### src/rtl/swerve_inverse_kinematics_defines.svh
// Assertion macros for the swerve inverse kinematics block.
`ifndef SWERVE_INVERSE_KINEMATICS_DEFINES_SVH
`define SWERVE_INVERSE_KINEMATICS_DEFINES_SVH

// same-cycle implication
`define SWIK_ASSERT_NOW(label, ante, cons, msg) \
	label: assert property (@(posedge clk) disable iff (!arst_n) (ante) |-> (cons)) \
		else $error(msg);

// next-cycle implication
`define SWIK_ASSERT_NEXT(label, ante, cons, msg) \
	label: assert property (@(posedge clk) disable iff (!arst_n) (ante) |=> (cons)) \
		else $error(msg);

`endif

### src/rtl/swik_pkg.sv
package swik_pkg;

	localparam int NUM_WHEELS   = 4;
	localparam int CORDIC_STEPS = 24;
	localparam int SQRT_STEPS   = 16;

	localparam logic [2:0] REG_HALF_LENGTH = 3'd0;
	localparam logic [2:0] REG_HALF_WIDTH  = 3'd1;
	localparam logic [2:0] REG_LAT_OFF_W0  = 3'd2;
	localparam logic [2:0] REG_LAT_OFF_W1  = 3'd3;
	localparam logic [2:0] REG_LAT_OFF_W2  = 3'd4;
	localparam logic [2:0] REG_LAT_OFF_W3  = 3'd5;

	localparam logic [14:0] HALF_LENGTH_RST = 15'd4096;
	localparam logic [14:0] HALF_WIDTH_RST  = 15'd4096;

	localparam logic [1:0] LAST_WHEEL = 2'd3;
	// bit i set: king-pin coordinate of wheel i is negative
	localparam logic [3:0] WHEEL_X_NEG = 4'b0110;
	localparam logic [3:0] WHEEL_Y_NEG = 4'b1100;

	localparam logic signed [27:0] HALF_PI_Z = 28'sd26353589;
	localparam logic signed [16:0] ANG_MAX   = 17'sd25736;

	// atan(2^-i) in 2^-24 rad
	localparam logic signed [27:0] ATAN_TAB [CORDIC_STEPS] = '{
		28'sd13176795, 28'sd7778716, 28'sd4110060, 28'sd2086331,
		28'sd1047214,  28'sd524117,  28'sd262123,  28'sd131069,
		28'sd65536,    28'sd32768,   28'sd16384,   28'sd8192,
		28'sd4096,     28'sd2048,    28'sd1024,    28'sd512,
		28'sd256,      28'sd128,     28'sd64,      28'sd32,
		28'sd16,       28'sd8,       28'sd4,       28'sd2
	};

	typedef struct packed {
		logic signed [32:0] x;
		logic signed [32:0] y;
		logic signed [27:0] z;
		logic        [31:0] n;
		logic        [31:0] r;
		logic               zero;
		logic signed [15:0] off;
		logic        [1:0]  wheel;
	} cell_data_t;

	function automatic logic signed [15:0] sat16(input logic signed [20:0] v);
		if (v > 21'sd32767) begin
			return 16'sh7fff;
		end else if (v < -21'sd32768) begin
			return 16'sh8000;
		end else begin
			return v[15:0];
		end
	endfunction

endpackage

### src/rtl/swik_cell.sv
module swik_cell #(
	parameter int STEP = 0
) (
	input  logic                 clk,
	input  logic                 arst_n,
	input  logic                 en,
	input  logic                 in_valid,
	input  swik_pkg::cell_data_t in_data,
	output logic                 out_valid,
	output swik_pkg::cell_data_t out_data
);

	localparam logic signed [27:0] ATAN_Z  = swik_pkg::ATAN_TAB[STEP];
	localparam bit                 SQRT_ON = (STEP < swik_pkg::SQRT_STEPS);
	localparam int                 BIT_POS = SQRT_ON ? (30 - 2 * STEP) : 0;
	localparam logic [31:0]        SQ_BIT  = 32'd1 << BIT_POS;

	logic signed [32:0]   dx, dy;
	logic [31:0]          trial;
	swik_pkg::cell_data_t nxt;

	logic                 valid_q;
	swik_pkg::cell_data_t data_q;

	always_comb begin
		nxt   = in_data;
		dx    = in_data.y >>> STEP;
		dy    = in_data.x >>> STEP;
		trial = in_data.r + SQ_BIT;
		// one CORDIC vectoring step, drive y toward zero
		if (!in_data.y[32]) begin
			nxt.x = in_data.x + dx;
			nxt.y = in_data.y - dy;
			nxt.z = in_data.z + ATAN_Z;
		end else begin
			nxt.x = in_data.x - dx;
			nxt.y = in_data.y + dy;
			nxt.z = in_data.z - ATAN_Z;
		end
		// one restoring square-root digit
		if (SQRT_ON) begin
			if (in_data.n >= trial) begin
				nxt.n = in_data.n - trial;
				nxt.r = (in_data.r >> 1) + SQ_BIT;
			end else begin
				nxt.r = in_data.r >> 1;
			end
		end
	end

	always_ff @(posedge clk or negedge arst_n) begin
		if (!arst_n) begin
			valid_q <= 1'b0;
		end else if (en) begin
			valid_q <= in_valid;
		end
	end

	always_ff @(posedge clk) begin
		if (en) begin
			data_q <= nxt;
		end
	end

	assign out_valid = valid_q;
	assign out_data  = data_q;

endmodule

### config.mk
export PLATFORM = sky130hd
export DESIGN_NAME = swik_cell
export DESIGN_NICKNAME = d
export VERILOG_FILES = /design/src/rtl/swerve_inverse_kinematics_defines.svh /design/src/rtl/swik_pkg.sv /design/src/rtl/swik_cell.sv
export SDC_FILE = /design/constraint.sdc
export NUM_CORES = 1
export LEC_CHECK = 0
export BUFFER_PORTS_ARGS = -buffer_cell sky130_fd_sc_hd__buf_2
export CORE_UTILIZATION = 30
export DETAILED_ROUTE_END_ITERATION = 6
export PLACE_DENSITY = 0.62
export REMOVE_ABC_BUFFERS = 1
export SETUP_SLACK_MARGIN = 0.05
export SLEW_MARGIN = 15
export SYNTH_ARGS = -nofsm -noshare
export SYNTH_HDL_FRONTEND = slang
export SYNTH_SLANG_ARGS = --single-unit
### constraint.sdc
create_clock -name clk -period 0.8 [get_ports clk]
set_input_delay 0.16 -clock clk [delete_from_list [all_inputs] [get_ports clk]]
set_output_delay 0.16 -clock clk [all_outputs]
set_load 0.01 [all_outputs]
==> key figures <==
Yosys
  • Top_reg_cell synth: edfxtp_1
  • Synth warn: 0
  • Post-synthesis compound-gate area fraction: 22.0%
  • Post-Syn Area: 14400 um^2
  • Yosys cell types: 80
  • Multiplexer share of the synthesized area: under 10%
  • Synthesized area per cell: a little over 9 um^2
  • Seq/Total Area, Yosys: 36.8%
  • Post-Synth XOR/XNOR Area: 7.22%
  • Post-synth EDFFs: around 180
  • Post-synth top area share: 36.6%
  • Fraction of registers with async set or reset after synthesis: less than 1%
  • Synth Area in Adders: 14.8%
  • Syn Inst Count: 1544
  • Yosys top cell by area: edfxtp_1
  • Simple-gate area share of the yosys netlist: 12.0%
  • Top cells by area, synth: edfxtp_1 (37%), ha_1 (14%), xnor2_1 (5.8%), a21oi_1 (5.8%), inv_1 (3.8%)
  • Largest family of logic cells by synthesized area: compound AO/OA/AOI/OAI gates
  • #FFs+latches synth: 177

Power and ir drop
  • Net Sw Frac: 34.4%
  • Internal power: 25.8 mW
  • Worst VDD drop: slightly above 0.0009 V
  • Clk network pwr share: between 20% and 30%
  • PwrDens: 1530 nW/um^2
  • Pleak: about 12 nW
  • Reg power frac: between 30% and 40%
  • Gate power share: 46.4%
  • Switch Pwr: 13.5 mW

Critical path
  • CP Capture Type: register
  • Required time worst endpoint: 1.04 ns
  • Setup Crit Path Kind: in -> reg
  • Worst path max stage delay: between 0.4 and 0.5 ns
  • Reg2Reg Setup Slack: -0.18 ns
  • Worst Setup SP: in_data[144]
  • CP top delay family: compound AO/OA/AOI/OAI gates
  • R2R depth: 3
  • Startpoint types: input pin
  • Reg2reg end: out_valid
  • Worst setup path end: out_data[137]
  • Slowest CP cell: fa_2
  • CP bufs+invs: 4
  • Worst-path cell chain: buf_8, buf_6, ha_4, fa_2, nand2b_4, a221oi_4, o211ai_1, buf_4, o21ai_4, o21ai_4, buf_6, o311ai_4, a31o_2, xnor2_2
  • Critical path depth: 14
  • WP data arrival: 2.77 ns
  • Reg-to-Reg Start: out_valid
  • Critical path fanouts, max: 3

Place
  • Detail Placement HPWL: between 40000 and 50000 um
  • Dpl ws: -2.57 ns
  • IO buf count: 358
  • Area after DPL: 20700 um^2
  • Placer's final routability congestion estimate: 0.940

GRT
  • Vias in the first global route: 16131
  • Largest net degree at the start of global routing: 81
  • GRT overflow: 0
  • GRT Total Usage: 22.6%
  • First-pass GRT wire length: 86400 um
  • M3 GR Usage: 4.40%
  • Antenna violations before repair: 10
  • Met2 GRT Util: 39.8%
  • GRT met1 Usage: 25.7%
  • GRT Max-Usage Layer: met2

Floorplanning
  • Die area: between 40000 and 50000 um^2
  • Die Ht: 221 um
  • Die span in x: 221 um
  • Rows: 80
  • Initial Util: 30.3%
  • Ports: 359
  • Core Region: 47600 um^2

STA
  • RSZ-0062 raised after global routing: true
  • Crit share post-route: 316%
  • Setup-failing EPs final: between 300 and 400
  • Skew final: 0 ns
  • Hold_ws: approximately 0.019 ns
  • Max-slew violation count: 0
  • Slew @ Worst Pin: between 0.6 and 0.7 ns
  • Max Clk Rate: 0.396 GHz
  • Final Hold Fails: 0
  • Worst setup margin: -1.73 ns
  • Max_slew headroom: a little over half
  • Period minus WS final: around 2.5 ns

Route
  • First-pass DRT Iterations: 5
  • Drt total wl: 58000 um
  • Post-route ant nets: 0
  • DRC viols: 0
  • Vias per std cell: about 5
  • Via Count: 15971
  • DRT iter0 DRCs: 952
  • Routed len/inst: 18.1 um

Cells and area
  • Final Instance Area: 25700 um^2
  • # nets final: 2912
  • Area Growth Syn to Fin: 78.0%
  • Share of layout cells above drive strength 1: 52.0%
  • Layout fillers: 4036

Run status
  • Status: complete, but fails checks
  • Failing checks: setup timing

Clock tree
  • Sinks on Clock Net: ~180
  • Clock transition at the registers of the reported paths: ~0.070 ns
  • Worst-Skew Late Latency: 0.48 ns
  • Num CTS Buffers: 17
  • CTS tree: done
  • Clock Path Buffers: 2
  • Root buf cell: clkbuf_16
  • H-tree Lvls: 4

Worst hold path
  • Hold/Removal Path Class: in -> reg

Job
  • Max cap viols: 0
cells by family after synthesis:
logic type / count (synthesis)
compound gates: 498
simple gates: 352
buf+inv: 207
flops: 177
fa+ha+maj: 168
xor+xnor: 119
mux: 23
per-layer routing:
metal	vias up	wire (um)
met1	7552	22600
met4	2	2920
met3	153	3300
li1	7670	-
met5	-	10
met2	594	29100
power groups by stage:
stage / clock network (mW) / registers [mW] / logic (mW)
2_1_floorplan: 0 / 13.2 / 5.79
3_3_place_gp: 0 / 12.5 / 13.6
3_5_place_dp: 0 / 12.6 / 13.7
4_1_cts: 8.90 / 12.4 / 16.3
5_1_grt: 9.17 / 12.5 / 19.4
6_report: 8.69 / 12.4 / 18.2
registers in the layout (all words and copies together), names as in the netlist:
name,flops
out_valid,1
out_data,176
worst min-delay path by stage:
stage	end	cells past startpoint	start	slack (ns)
2_1_floorplan	out_valid	0	arst_n	-0.14
3_3_place_gp	out_valid	1	arst_n	-0.07
3_5_place_dp	out_valid	1	arst_n	-0.06
4_1_cts	out_data[62]	2	in_data[62]	-0.02
5_1_grt	out_data[62]	2	in_data[62]	0.006
6_report	out_data[62]	2	in_data[62]	0.02
stage by stage:
stage	power, mW	cells	TNS (ns)	utilization (%)
floorplan	19.0	1491	-237.36	-
global placement	26.1	2979	-268.22	43.5
detailed placement	26.3	2979	-272.33	43.5
CTS	37.6	3152	-212.93	51.0
global route	41.0	3195	-228.34	53.9
finish	39.3	3200	-214.09	53.9
layout by cell type (no fill, tap or decap), types with 10 or more instances in the layout:
cell type and n:
buf_8 11, nand2_1 56, a211oi_2 10, clkbuf_16 17
buf_2 312, a21o_1 47, a21oi_4 15, a211oi_1 10
inv_2 15, buf_12 10, buf_6 111, xor2_1 21
o211ai_1 16, nor2_1 93, ha_4 42, mux2i_1 11
o21a_1 18, o21ai_1 12, o21ai_2 33, nor2b_1 11
nand3_1 16, xnor2_2 12, inv_1 122, a21oi_2 37
nand2_4 11, edfxtp_1 176, nand2_2 10, buf_4 528
a21oi_1 115, nor3_1 27, nand2b_1 16, dlygate4sd3_1 77
xnor2_1 83, ha_1 112, o21bai_1 23, o21ai_0 54
nand4_1 20
final cells by class:
class	count	area, um^2	share of cell area (%)
antenna	9	22.5	0.0877
clock buffer	19	433	1.69
clock inverter	13	154	0.599
inverter	154	617	2.40
multi-input combinational	1160	10400	40.3
sequential	177	5310	20.7
tap	615	769	3.00
timing repair buffer	1053	8020	31.2
synth_stat cells (all sizes together), types with 7 or more instances:
cell type and instances:
a211o 9, a211oi 22, a21o 47, a21oi 167
a31o 7, a31oi 8, and3 8, buf 20
clkbuf 33, clkinv 8, edfxtp 176, ha 163
inv 146, mux2i 19, nand2 77, nand2b 19
nand3 21, nand4 20, nor2 105, nor2b 18
nor3 32, o211ai 16, o21a 19, o21ai 106
o21bai 29, o31a 8, o31ai 16, or3 11
or4 10, xnor2 95, xor2 24
repair_timing:
item                                    in CTS  in global routing
resized for setup                          390                260
pin swaps                                  170                145
endpoints found under the setup margin     303                302
hold endpoints to repair                    78                  0
hold buffers                                77                  0
setup buffers                               62                 53
gates cloned                                 7                  0
Note: power is estimated with default switching activity, not from simulation.
