$ cat config.mk
export PLATFORM = sky130hd
export DESIGN_NAME = swik_front
export DESIGN_NICKNAME = d
export VERILOG_FILES = /design/src/rtl/swerve_inverse_kinematics_defines.svh /design/src/rtl/swik_pkg.sv /design/src/rtl/swik_front.sv
export SDC_FILE = /design/constraint.sdc
export NUM_CORES = 2
export LEC_CHECK = 0
export BUFFER_PORTS_ARGS = -buffer_cell sky130_fd_sc_hd__buf_2
export CORE_MARGIN = 2
export CORE_UTILIZATION = 35
export DETAILED_ROUTE_END_ITERATION = 10
export PLACE_DENSITY = 0.55
export SYNTH_ARGS = -nofsm -noshare
export SYNTH_HDL_FRONTEND = slang
export SYNTH_SLANG_ARGS = --single-unit
export TNS_END_PERCENT = 20
$ cat constraint.sdc
create_clock -name clk -period 6.66 [get_ports clk]
set_input_delay 0.333 -clock clk [delete_from_list [all_inputs] [get_ports clk]]
set_output_delay 0.333 -clock clk [all_outputs]
set_load 0.05 [all_outputs]
$ cat src/rtl/swerve_inverse_kinematics_defines.svh
// Assertion macros for the swerve inverse kinematics block.
`ifndef SWERVE_INVERSE_KINEMATICS_DEFINES_SVH
`define SWERVE_INVERSE_KINEMATICS_DEFINES_SVH

// same-cycle implication
`define SWIK_ASSERT_NOW(label, ante, cons, msg) \
	label: assert property (@(posedge clk) disable iff (!arst_n) (ante) |-> (cons)) \
		else $error(msg);

// next-cycle implication
`define SWIK_ASSERT_NEXT(label, ante, cons, msg) \
	label: assert property (@(posedge clk) disable iff (!arst_n) (ante) |=> (cons)) \
		else $error(msg);

`endif

$ cat src/rtl/swik_pkg.sv
package swik_pkg;

	localparam int NUM_WHEELS   = 4;
	localparam int CORDIC_STEPS = 24;
	localparam int SQRT_STEPS   = 16;

	localparam logic [2:0] REG_HALF_LENGTH = 3'd0;
	localparam logic [2:0] REG_HALF_WIDTH  = 3'd1;
	localparam logic [2:0] REG_LAT_OFF_W0  = 3'd2;
	localparam logic [2:0] REG_LAT_OFF_W1  = 3'd3;
	localparam logic [2:0] REG_LAT_OFF_W2  = 3'd4;
	localparam logic [2:0] REG_LAT_OFF_W3  = 3'd5;

	localparam logic [14:0] HALF_LENGTH_RST = 15'd4096;
	localparam logic [14:0] HALF_WIDTH_RST  = 15'd4096;

	localparam logic [1:0] LAST_WHEEL = 2'd3;
	// bit i set: king-pin coordinate of wheel i is negative
	localparam logic [3:0] WHEEL_X_NEG = 4'b0110;
	localparam logic [3:0] WHEEL_Y_NEG = 4'b1100;

	localparam logic signed [27:0] HALF_PI_Z = 28'sd26353589;
	localparam logic signed [16:0] ANG_MAX   = 17'sd25736;

	// atan(2^-i) in 2^-24 rad
	localparam logic signed [27:0] ATAN_TAB [CORDIC_STEPS] = '{
		28'sd13176795, 28'sd7778716, 28'sd4110060, 28'sd2086331,
		28'sd1047214,  28'sd524117,  28'sd262123,  28'sd131069,
		28'sd65536,    28'sd32768,   28'sd16384,   28'sd8192,
		28'sd4096,     28'sd2048,    28'sd1024,    28'sd512,
		28'sd256,      28'sd128,     28'sd64,      28'sd32,
		28'sd16,       28'sd8,       28'sd4,       28'sd2
	};

	typedef struct packed {
		logic signed [32:0] x;
		logic signed [32:0] y;
		logic signed [27:0] z;
		logic        [31:0] n;
		logic        [31:0] r;
		logic               zero;
		logic signed [15:0] off;
		logic        [1:0]  wheel;
	} cell_data_t;

	function automatic logic signed [15:0] sat16(input logic signed [20:0] v);
		if (v > 21'sd32767) begin
			return 16'sh7fff;
		end else if (v < -21'sd32768) begin
			return 16'sh8000;
		end else begin
			return v[15:0];
		end
	endfunction

endpackage

$ cat src/rtl/swik_front.sv
module swik_front (
	input  logic                      clk,
	input  logic                      arst_n,
	input  logic                      en,
	input  logic                      in_valid,
	input  logic [1:0]                wheel,
	input  logic signed [15:0]        vel_x,
	input  logic signed [15:0]        vel_y,
	input  logic signed [15:0]        yaw,
	input  logic [14:0]               half_len,
	input  logic [14:0]               half_wid,
	input  logic signed [15:0]        lat_off,
	output logic                      out_valid,
	output swik_pkg::cell_data_t      out_data
);

	// stage 1: products
	logic signed [16:0] yaw_ext, yaw_x, yaw_y;
	logic signed [33:0] prod_x, prod_y;
	logic signed [31:0] prod_h;

	logic               v_s1;
	logic signed [31:0] px_s1, py_s1, ph_s1;
	logic signed [15:0] vx_s1, vy_s1;
	logic [1:0]         wheel_s1;

	always_comb begin
		yaw_ext = 17'(yaw);
		yaw_x   = swik_pkg::WHEEL_X_NEG[wheel] ? -yaw_ext : yaw_ext;
		yaw_y   = swik_pkg::WHEEL_Y_NEG[wheel] ? -yaw_ext : yaw_ext;
		prod_x  = yaw_x * $signed({2'b00, half_len});
		prod_y  = yaw_y * $signed({2'b00, half_wid});
		prod_h  = yaw * lat_off;
	end

	always_ff @(posedge clk or negedge arst_n) begin
		if (!arst_n) begin
			v_s1 <= 1'b0;
		end else if (en) begin
			v_s1 <= in_valid;
		end
	end

	always_ff @(posedge clk) begin
		if (en) begin
			px_s1    <= prod_x[31:0];
			py_s1    <= prod_y[31:0];
			ph_s1    <= prod_h;
			vx_s1    <= vel_x;
			vy_s1    <= vel_y;
			wheel_s1 <= wheel;
		end
	end

	// stage 2: round half up, wheel velocity, saturate
	logic signed [31:0] tx, ty, th;

	logic               v_s2;
	logic signed [15:0] wx_s2, wy_s2, off_s2;
	logic [1:0]         wheel_s2;

	always_comb begin
		tx = (px_s1 + 32'sd4096) >>> 13;
		ty = (py_s1 + 32'sd4096) >>> 13;
		th = (ph_s1 + 32'sd16384) >>> 15;
	end

	always_ff @(posedge clk or negedge arst_n) begin
		if (!arst_n) begin
			v_s2 <= 1'b0;
		end else if (en) begin
			v_s2 <= v_s1;
		end
	end

	always_ff @(posedge clk) begin
		if (en) begin
			wx_s2    <= swik_pkg::sat16(21'(vx_s1) - 21'(ty));
			wy_s2    <= swik_pkg::sat16(21'(vy_s1) + 21'(tx));
			off_s2   <= swik_pkg::sat16(21'(th));
			wheel_s2 <= wheel_s1;
		end
	end

	// stage 3: squares
	logic signed [31:0] sq_x, sq_y;

	logic               v_s3;
	logic [31:0]        sqx_s3, sqy_s3;
	logic signed [15:0] wx_s3, wy_s3, off_s3;
	logic [1:0]         wheel_s3;

	always_comb begin
		sq_x = wx_s2 * wx_s2;
		sq_y = wy_s2 * wy_s2;
	end

	always_ff @(posedge clk or negedge arst_n) begin
		if (!arst_n) begin
			v_s3 <= 1'b0;
		end else if (en) begin
			v_s3 <= v_s2;
		end
	end

	always_ff @(posedge clk) begin
		if (en) begin
			sqx_s3   <= sq_x;
			sqy_s3   <= sq_y;
			wx_s3    <= wx_s2;
			wy_s3    <= wy_s2;
			off_s3   <= off_s2;
			wheel_s3 <= wheel_s2;
		end
	end

	// stage 4: sum of squares, CORDIC pre-rotation into the right half-plane
	logic signed [32:0]   xs, ys;
	swik_pkg::cell_data_t init;

	logic                 v_s4;
	swik_pkg::cell_data_t d_s4;

	always_comb begin
		xs = 33'(wx_s3) <<< 14;
		ys = 33'(wy_s3) <<< 14;
		init.x     = xs;
		init.y     = ys;
		init.z     = '0;
		init.n     = sqx_s3 + sqy_s3;
		init.r     = '0;
		init.zero  = (wx_s3 == 16'sd0) && (wy_s3 == 16'sd0);
		init.off   = off_s3;
		init.wheel = wheel_s3;
		if (wx_s3 < 16'sd0) begin
			if (wy_s3 >= 16'sd0) begin
				init.x = ys;
				init.y = -xs;
				init.z = swik_pkg::HALF_PI_Z;
			end else begin
				init.x = -ys;
				init.y = xs;
				init.z = -swik_pkg::HALF_PI_Z;
			end
		end
	end

	always_ff @(posedge clk or negedge arst_n) begin
		if (!arst_n) begin
			v_s4 <= 1'b0;
		end else if (en) begin
			v_s4 <= v_s3;
		end
	end

	always_ff @(posedge clk) begin
		if (en) begin
			d_s4 <= init;
		end
	end

	assign out_valid = v_s4;
	assign out_data  = d_s4;

endmodule

==> qor.yml <==
final_antenna_net_count: 0
ys_dominant_reg_cell: "edfxtp_1"
drive_above_1_share: 0.140
synth_edf_count: 344
finalWirelength_mm: 161
firstDrtPassIters: 5
drc: 0
setup.worst_path.end_class: "register"
dp.cells: 9250
cts_htree_levels: 2
crit_slowest_cell: "fa_1"
yosysTopAreaCellShare: 0.395
start_util: 0.352
setup_viol: 30
path_clk_slew_ns: 0.05
async_flop_share: 0.0115
dp_hpwl_mm: 137
clock_skew_ns: 0.0536
max_stage_delay_ns: 0.56
io_pins: 278
antenna_found_initial: 18
die_y_um: 427
fin_crit_sh: 1.09
ys_top_cells_by_area: "fa_1, edfxtp_1, ha_1"
max_freq_mhz: 138
fin_crit_ns: 7.23
fin_ws_ns: -0.574
insertion_delay_ns: 0.64
synthCells: 6333
synth.distinct_cells: 79
instances_no_fill: 9382
std_cell_rows: 155
crit_path_frequent_cell: "fa_1"
path_class: "input port to register"
tritoncts: "done"
overflow: 0
drt_iter0_markers: 2142
grt_max_degree: 153
area_delta_synth_final_pct: 15.5
final_max_slew_viol_count: 0
avgSynthCellArea_um2: 9.89
cp_num_buf_inv: 6
die_width_um: 427
grt_setup_unrepaired: "yes"
grt_pass1_vias: 47700
coreArea_um2: 178000
setup.worst_path.start_class: "input port"
crit_required_ns: 7.01
holdWs_ns: 0.125
min_path_type: "input port to register"
io_buffers: 217
post_drt_wl_per_cell_um: 17.2
vias_per_cell: 4.63
yosysWarnings: 0
fin_nets: 8799
violations: "negative setup slack"
ys_seq_elements: 348
yosys.area.top_type: "fa_1"
tns_ns: -11.64
dr_total_vias: 43400
cp_data_arrival_time_ns: 7.59
tightest_slew_ns: 1.09
ys_seq_area_frac: 0.166
fillers: 17500
track_usage: 0.182
cts_root_buf: "clkbuf_16"
syn_area_um2: 62700
clock_sinks: 348
max-cap-violations: 0
grt_first_pass_wirelength_mm: 261
relSlewSlack: 0.264
status: "finished with violations"
crit_family: "adder cells"
numCtsBuffers: 41
dieArea_um2: 182000
crit_fanout: 5
finalHoldViolCount: 0
clk_path_buf_depth: 3
gp_congestion: 0.887
==> cell type report <==
class / instances / area [µm²] / share of cell area
Clock buffer: 46 / 1040 / 0.0144
Clock inverter: 30 / 350 / 0.00484
Sequential cell: 348 / 10400 / 0.144
Antenna cell: 7 / 17.5 / 0.000242
Tap cell: 2355 / 2950 / 0.0407
Inverter: 1546 / 5810 / 0.0803
Multi-Input combinational cell: 4230 / 45800 / 0.633
Timing Repair Buffer: 820 / 5930 / 0.0819
==> final timing paths <==
path / from / end / slack (ns) / cells past startpoint
setup / recovery: yaw[0] / py_s1[30] / -0.57 / 29
hold / removal: wheel[0] / wheel_s1[0] / 0.12 / 2
setup reg to reg: wx_s2[3] / sqx_s3[29] / 0.17 / 23
hold reg to reg: wheel_s3[0] / out_data[0] / 0.42 / 0
max in group asynchronous: arst_n / out_valid / 5.92 / 3
min in group asynchronous: arst_n / v_s2 / 0.58 / 3
==> synthesized netlist by cell type (5+ instances only) <==
library cell  number
inv_1           1546
fa_1            1235
nand2_1          604
ha_1             477
and2_1           448
edfxtp_1         344
xnor2_1          246
nor2_1           197
a21oi_1          187
clkbuf_1         169
o21ai_0           95
xor2_1            92
buf_4             85
a21o_1            82
nand3_1           55
nand2b_1          45
nor2b_1           38
nor3_1            38
o21a_1            35
o21bai_1          24
nand4_1           23
a211oi_1          22
and3_1            20
or3_1             16
o211ai_1          15
o31ai_1           13
maj3_1            12
buf_1             11
a31oi_1           10
or2_2             10
mux2_2             7
a211o_1            6
and2_4             6
nor4_1             6
a2111oi_0          5
a21boi_0           5
a31o_2             5
a41oi_1            5
o21ai_1            5
or4_1              5
==> metrics by stage <==
stage / setup slack (ns) / util / cell area (µm²)
4_1_cts: -0.529 / 0.404 / 72100
3_3_place_gp: -1.31 / 0.393 / 70000
5_1_grt: -0.821 / 0.406 / 72300
2_1_floorplan: -0.964 / - / 63100
3_5_place_dp: -1.36 / 0.393 / 70000
6_report: -0.574 / 0.406 / 72400
==> timing repair <==
action                                  4_1_cts  5_1_grt
pin swaps                                    33       23
gates resized for setup                      44       63
setup buffers                                 9        3
gates cloned                                  2        0
endpoints found under the hold margin        37        0
endpoints found under the setup margin       38       51
hold buffers                                 35        0
==> cells by family after synthesis <==
kind of cell | share of synthesized area
multiplexers | 0.00190
flip-flops | 0.166
buffers and inverters | 0.114
AND/OR/NAND/NOR | 0.120
XOR/XNOR | 0.0473
other | 0.0000599
adder cells (fa/ha/maj) | 0.492
AO/OA/AOI/OAI | 0.0576
==> sequential cells by signal, summed over array words and instances, names as in the netlist, 15 cells and up <==
signal	flops
wy_s2	16
px_s1	20
off_s2	16
vy_s1	16
vx_s1	16
off_s3	16
ph_s1	18
sqx_s3	31
wx_s3	15
out_data	92
wy_s3	15
py_s1	20
sqy_s3	31
wx_s2	16
==> cells in the final DEF (no fill, tap or decap), types with 22 or more instances in the layout <==
| master | count |
|---|---|
| inv_1 | 1540 |
| a21oi_1 | 176 |
| clkbuf_16 | 41 |
| conb_1 | 63 |
| xor2_1 | 92 |
| and2_1 | 446 |
| buf_4 | 545 |
| o21bai_1 | 22 |
| nor2_1 | 192 |
| nand2_1 | 598 |
| nand2b_1 | 45 |
| nor2b_1 | 36 |
| xnor2_1 | 235 |
| fa_1 | 1229 |
| ha_1 | 463 |
| nand3_1 | 55 |
| a21o_1 | 82 |
| edfxtp_1 | 344 |
| nand4_1 | 23 |
| dlygate4sd3_1 | 35 |
| nor3_1 | 35 |
| buf_2 | 213 |
| o21a_1 | 34 |
| o21ai_0 | 85 |
==> per-layer routing <==
layer	GRT usage	part of all wire	up-vias
li1	-	-	20400
met1	0.229	0.42	22000
met2	0.328	0.51	798
met3	0.0168	0.034	225
met4	0.0586	0.036	10
met5	0	0.00037	-
Power is not shown: default switching activity piles up to over one toggle a cycle in this logic, so the estimate is an artifact.
